## src/sv/gmfp_pkg.sv

```systemverilog
package gmfp_pkg;

  // Field and register widths.
  localparam int SAMPLE_W  = 8;
  localparam int PROD_W    = 32;
  localparam int CFG_W     = 11;
  localparam int CFG_IDX_W = 2;
  localparam int ROW_W     = 10;

  // Size limits and reset values of the size registers.
  localparam int ROW_LIMIT        = 1024;
  localparam int ROW_RESET        = 20;
  localparam int COL_RESET        = 20;
  localparam int MAX_COLS_DEFAULT = 1024;

  // The line store keeps this many rows above the current one.
  localparam int LINES = 3;

  // Register indexes on the configuration port.
  localparam logic [CFG_IDX_W-1:0] REG_ROW_COUNT = 2'd0;
  localparam logic [CFG_IDX_W-1:0] REG_COL_COUNT = 2'd1;

  // Sequencer step counter and the last step of each phase.
  localparam int STEP_W = 3;
  localparam logic [STEP_W-1:0] READ_LAST     = 3'd2;
  localparam logic [STEP_W-1:0] FEED_LAST     = 3'd3;
  localparam logic [STEP_W-1:0] MUL_LAST      = 3'd6;
  localparam logic [STEP_W-1:0] WRITE_LAST    = 3'd3;

  // Which column set the line store is read at.
  typedef enum logic [1:0] {
    PH_VERT = 2'd0,
    PH_DIAG = 2'd1,
    PH_ANTI = 2'd2
  } phase_t;

  // Which run of four goes into the multiply pipeline.
  typedef enum logic [1:0] {
    RUN_HORZ = 2'd0,
    RUN_VERT = 2'd1,
    RUN_DIAG = 2'd2,
    RUN_ANTI = 2'd3
  } run_t;

  typedef struct packed {
    logic       load;
    logic       rd_en;
    phase_t     rd_phase;
    logic       cap_en;
    phase_t     cap_phase;
    logic       feed;
    run_t       run;
    logic       wr_en;
    logic [1:0] wr_off;
    logic       advance;
  } gmfp_cmd_t;

  typedef struct packed {
    logic row_end;
    logic frame_end;
    logic out_busy;
  } gmfp_status_t;

  // Line store slot that holds the row 'back' rows above (back is 1 to 3).
  function automatic logic [1:0] slot_of_back(input logic [1:0] cur, input logic [1:0] back);
    logic [2:0] t;
    t = {1'b0, cur} + 3'd3 - {1'b0, back};
    return (t >= 3'd3) ? 2'(t - 3'd3) : 2'(t);
  endfunction

  // How many rows above the current one a slot holds (1 to 3).
  function automatic logic [1:0] back_of_slot(input logic [1:0] cur, input logic [1:0] slot);
    logic [2:0] t;
    t = {1'b0, cur} + 3'd3 - {1'b0, slot};
    return (t > 3'd3) ? 2'(t - 3'd3) : 2'(t);
  endfunction

endpackage

```

## src/sv/gmfp_ctrl.sv

```systemverilog
module gmfp_ctrl import gmfp_pkg::*; (
  input  logic         clk,
  input  logic         rst,
  input  logic         start,
  input  gmfp_status_t status,
  output logic         ready,
  output gmfp_cmd_t    cmd
);

  typedef enum logic [4:0] {
    S_IDLE  = 5'b00001,
    S_READ  = 5'b00010,
    S_MUL   = 5'b00100,
    S_WRITE = 5'b01000,
    S_DONE  = 5'b10000
  } state_t;

  state_t            state, state_next;
  logic [STEP_W-1:0] step, step_next;

  always_ff @(posedge clk) begin
    if (rst) begin
      state <= S_IDLE;
      step  <= '0;
    end else begin
      state <= state_next;
      step  <= step_next;
    end
  end

  always_comb begin
    state_next = state;
    step_next  = step;
    cmd        = '0;
    ready      = 1'b0;
    case (state)
      S_IDLE: begin
        ready = 1'b1;
        if (start) begin
          cmd.load   = 1'b1;
          state_next = S_READ;
          step_next  = '0;
        end
      end
      S_READ: begin
        // One read pass per column set, captured on the next step.
        cmd.rd_en    = 1'b1;
        cmd.rd_phase = phase_t'(step[1:0]);
        if (step != '0) begin
          cmd.cap_en    = 1'b1;
          cmd.cap_phase = phase_t'(step[1:0] - 2'd1);
        end
        if (step == READ_LAST) begin
          state_next = S_MUL;
          step_next  = '0;
        end else begin
          step_next = step + 1'b1;
        end
      end
      S_MUL: begin
        if (step == '0) begin
          cmd.cap_en    = 1'b1;
          cmd.cap_phase = PH_ANTI;
        end
        if (step <= FEED_LAST) begin
          cmd.feed = 1'b1;
          cmd.run  = run_t'(step[1:0]);
        end
        if (step == MUL_LAST) begin
          state_next = S_WRITE;
          step_next  = '0;
        end else begin
          step_next = step + 1'b1;
        end
      end
      S_WRITE: begin
        cmd.wr_en  = 1'b1;
        cmd.wr_off = 2'(WRITE_LAST - step);
        if (step == WRITE_LAST || !status.row_end) begin
          state_next = S_DONE;
          step_next  = '0;
        end else begin
          step_next = step + 1'b1;
        end
      end
      S_DONE: begin
        if (!(status.frame_end && status.out_busy)) begin
          cmd.advance = 1'b1;
          state_next  = S_IDLE;
        end
      end
      default: begin
        state_next = S_IDLE;
        step_next  = '0;
      end
    endcase
  end

endmodule

```

## config.mk

```make
export PLATFORM = sky130hd
export DESIGN_NAME = gmfp_ctrl
export DESIGN_NICKNAME = d
export VERILOG_FILES = /design/src/sv/gmfp_pkg.sv /design/src/sv/gmfp_ctrl.sv
export SDC_FILE = /design/constraint.sdc
export NUM_CORES = 1
export LEC_CHECK = 0
export BUFFER_PORTS_ARGS = -buffer_cell sky130_fd_sc_hd__buf_2
export CAP_MARGIN = 25
export CORE_MARGIN = 2
export CORE_UTILIZATION = 35
export CTS_CLUSTER_DIAMETER = 100
export DETAILED_ROUTE_END_ITERATION = 7
export PLACE_DENSITY_LB_ADDON = 0.12
export SYNTH_ARGS = -nofsm -noshare
export SYNTH_HDL_FRONTEND = slang
export SYNTH_SLANG_ARGS = --single-unit
```

## constraint.sdc

```tcl
create_clock -name clk -period 2.62 [get_ports clk]
set_clock_uncertainty 0.05 [all_clocks]
set_input_delay 0.655 -clock clk [delete_from_list [all_inputs] [get_ports clk]]
set_output_delay 0.655 -clock clk [all_outputs]
set_load 0.02 [all_outputs]
```

Word level (Yosys, flattened, before mapping)
Index checks and enable logic that the tools add are counted.
{ "word_totals": {"ram_bits": 0, "latch_bits": 0, "mem_bits_ro": 0, "inputBits": 6, "ff_bits": 8, "mem_count": 0} }
{ "op_classes": {"div_mod_pow": 0, "n_addsub": 3, "multipliers": 0, "bitwise": 1, "magnitude_cmp": 1, "n_mux": 23, "eq_ne": 13, "n_shift": 0, "n_reduce_logical": 7} }
{ "op_table": {"columns": ["op", "count"], "rows": [
  ["$mux W3", 10],
  ["$mux W5", 5],
  ["$pmux W5 S5", 1],
  ["$pmux W3 S5", 1],
  ["$ne A2 B2 Y1 const B", 5],
  ["$eq A3 B2 Y1 const B", 2],
  ["$pmux W3 S2", 1],
  ["$eq A5 B1 Y1 const B", 1],
  ["$eq A5 B2 Y1 const B", 1],
  ["$eq A5 B3 Y1 const B", 1],
  ["$eq A5 B4 Y1 const B", 1],
  ["$eq A5 B5 Y1 const B", 1],
  ["$mux W1", 5],
  ["$reduce_and A5 Y1", 1],
  ["$add A3 B1 Y3 const B", 1],
  ["$eq A3 B3 Y1 const B", 1],
  ["$le A3 B2 Y1 const B", 1],
  ["$logic_not A3 Y1", 1],
  ["$reduce_bool A3 Y1", 1],
  ["$reduce_and A2 Y1", 1],
  ["$sub A2 B1 Y2 const B", 1],
  ["$sub A2 B2 Y2 const A", 1],
  ["$logic_and A1 B1 Y1", 1],
  ["$logic_not A1 Y1", 1],
  ["2 further kinds", 2]
]} }

Depth between registers and ports, before layout
{ "logic_depth": {"word_depth": 4, "depth_mapped": 6, "depth_no_buf": 6} }

Worst setup path after synthesis
Ideal clock, no wire load.
{ "synth_path": {"kind": "flip-flop to output port", "start": "reg step[0]", "end": "out cmd[8] (netlist bit)", "setup_slack_ns": 0.419, "t_arrival_ns": 1.496, "stages_incl_launch_ff": 6, "cell_sequence": "dfxtp_1 -> inv_1 -> ha_1 -> nor2b_1 -> o21ai_1 -> o21a_1"} }
{ "synth_lines": {"columns": ["item", "line", "rtl"], "rows": [
  ["start, declared", "gmfp_ctrl.sv:19", "logic [STEP_W-1:0] step, step_next;"],
  ["start signal, assigned", "gmfp_ctrl.sv:27", "step <= step_next;"],
  ["end, declared", "gmfp_ctrl.sv:7", "output gmfp_cmd_t cmd"]
]} }

==> summary.md <==
| Metric | Value |
|---|---|
| Final net count | `108` |
| Met1 WL | `694 um` |
| Rows | `15` |
| Sw power | `0.102 mW` |
| # placed instances | `118` |
| Detail Placement HPWL | `1.14 mm` |
| Initial antenna violation count | `0` |
| Sw frac | `32.3%` |
| Final global-route overflow total | `0` |
| Die Area | `0.00227 mm2` |
| Starting density of the core | `37.7%` |
| WL met2 | `634 um` |
| Area growth syn-to-layout | `19.0%` |
| CP endpoint kind | `primary output` |
| Initial DRT Pass Iterations | `2` |
| Chip width | `47.6 um` |
| Max frequency | `418 MHz` |
| Pint | `0.213 mW` |
| Min-delay worst type | `register to register` |
| Final hold slack | `601 ps` |
| Post-synth EDFFs | `0` |
| DP Area | `769 um2` |
| Via Count | `591` |
| Sequential share of power | `44.2%` |
| Post-CTS resize count | `0` |
| Yosys top cell area share | `24.1%` |
| Max_slew headroom | `71.8%` |
| Gp weighted congestion | `0.732` |
| GR Util All Layers | `13.4%` |
| Worst-path cell chain | `inv_1 -> ha_1 -> nor2b_1 -> nand3_1 -> o21ai_1 -> o21a_1 -> buf_2` |
| Met3 routed WL | `40 um` |
| Setup crit start kind | `register` |
| Slew Limit Fails | `0` |
| Total Wirelength | `1.39 mm` |
| Async SR Flop Fraction | `0%` |
| Iteration-0 DRC Markers | `7` |
| Synth Register Bits | `8` |
| Cts bufs inserted | `3` |
| Top Ports | `21` |
| Slew @ Worst Pin | `422 ps` |
| Top post-synthesis cells by count | `dfxtp_1 (8), nor2_1 (8), inv_1 (7)` |
| Register area share after synthesis | `24.1%` |
| Area of the core | `0.00176 mm2` |
| RSZ-0062 raised after global routing | `no` |
| CP Data Arrival Time | `1680 ps` |
| Vias per cell | `4.88` |
| Cts hold-fix bufs | `0` |
| Most used DFF post-synth | `dfxtp_1` |
| Syn nets | `86` |
| Final setup fails | `0` |
| Outcome | `completed` |
| Yosys warns | `0` |
| Antenna Violating Nets Remaining | `0` |
| Delay of the slowest critical-path stage | `350 ps` |
| Synthesized instance count | `76` |
| Clock power share | `31.6%` |
| Critical-path top delay cell | `dfxtp_1` |
| Vert. Die Dim | `47.6 um` |
| Share of layout cells above drive strength 1 | `39.6%` |
| Sink Count | `8` |
| Max-cap violation count | `0` |
| Worst skew pair latency | `260 ps` |
| P_leak | `0.358 nW` |
| Post-Syn Area per Cell | `8.76 um2` |
| Top sig layer | `met4` |
| Final Hold Vio Count | `0` |
| Yosys top cell by area | `dfxtp_1` |
| Final Critical Period | `2390 ps` |
| Cell Area, Synth | `666 um2` |
| Routed wire per std cell | `11.5 um` |
| Antenna fix cells | `0` |
| Clock buffer depth | `2` |
| Combinational share of power | `24.2%` |
| Finished Layout Cells | `121` |
| DRC | `0` |
| Area contributors post-synth | `dfxtp_1 (24%), ha_1 (7.5%), nor4_4 (6.4%), o32ai_2 (4.9%), nor3_2 (4.5%)` |
| CTS root buf | `clkbuf_4` |
| Setup TNS | `0 ps` |
| H-tree level count | `1` |
| Final period util | `91.2%` |
| Worst-path fanout max | `6` |
| Vias in the first global route | `477` |
| Yosys cell types | `34` |
| First-pass GRT wire length | `2.05 mm` |
| Clk slew on worst S/H paths | `60 ps` |
| Critical path type | `register to primary output` |
| Post-CTS setup buffer count | `0` |
| Final instance area | `792 um2` |
| Largest net degree at the start of global routing | `12` |
| Max IR drop VDD | `218 uV` |
| IO Port Bufs | `20` |
| Power per cell area | `397 mW/mm2` |
| Critical path required time | `1910 ps` |
| CTS tree | `built` |
-- logic make-up (layout without fill, tap and decap cells) --
family / Yosys count / after routing / synth area share [%]
and+or+nand+nor: 35 / 35 / 35.5
AOI/OAI and AO/OA: 18 / 18 / 23.5
buffers and inverters: 10 / 30 / 8.08
DFF: 8 / 8 / 24.1
adders and majority gates: 4 / 4 / 7.52
xor gates and xnor gates: 1 / 1 / 1.32
-- power groups by stage --
stage               combinational [mW]  sequential, mW  clock, mW
CTS                             0.0767           0.139     0.0999
detailed placement              0.0763           0.142          0
global route                    0.0843           0.139      0.110
floorplan                       0.0665           0.135          0
finish                          0.0759           0.139     0.0993
global placement                0.0765           0.141          0
-- per-stage QoR --
step           worst slack [ps]  total power [mW]  utilization, %
2_1_floorplan               419             0.202               -
3_3_place_gp                558             0.218            43.6
3_5_place_dp                506             0.218            43.6
4_1_cts                     219             0.315            44.9
5_1_grt                    59.5             0.334            44.9
6_report                    230             0.314            44.9
-- cell usage in the layout (no fill, tap or decap), types with 3 or more instances in the layout --
master and instances:
a21oi_1 4, clkbuf_4 3, nor3_2 3, nand2b_1 3, ha_1 4, inv_1 7
nor2_1 8, nand2_1 6, buf_2 20, dfxtp_1 8
-- layer usage --
layer / GRT usage [%] / vias up
li1: - / 308
met1: 17.2 / 270
met2: 20.3 / 11
met3: 3.40 / 2
met4: 8.11 / 0
met5: 0 / -
-- final timing paths --
path	to	slack, ps	from	cells past startpoint
max reg2reg	step[0]	960	step[0]	6
min	step[1]	600	step[1]	2
min reg2reg	step[1]	600	step[1]	2
max	cmd[8]	230	step[0]	7
-- flip-flops by register name, summed over array words and instances (netlist names) --
name and count:
step 3, state 5
-- worst max-delay path: cells and delay by family, from the launching register on --
family,cells,cell delay (ps)
AOI/OAI and AO/OA,2,250
adders and majority gates,1,190
DFF,1,350
buffers and inverters,2,330
and+or+nand+nor,2,300
-- layout make-up --
class | count | area, um2
inverter | 7 | 26.3
tap | 25 | 31.3
timing repair buffer | 20 | 100
multi-input combinational | 58 | 452
clock buffer | 3 | 22.5
fill | 190 | 972
sequential | 8 | 160
Power figures use the tool's default switching activity.
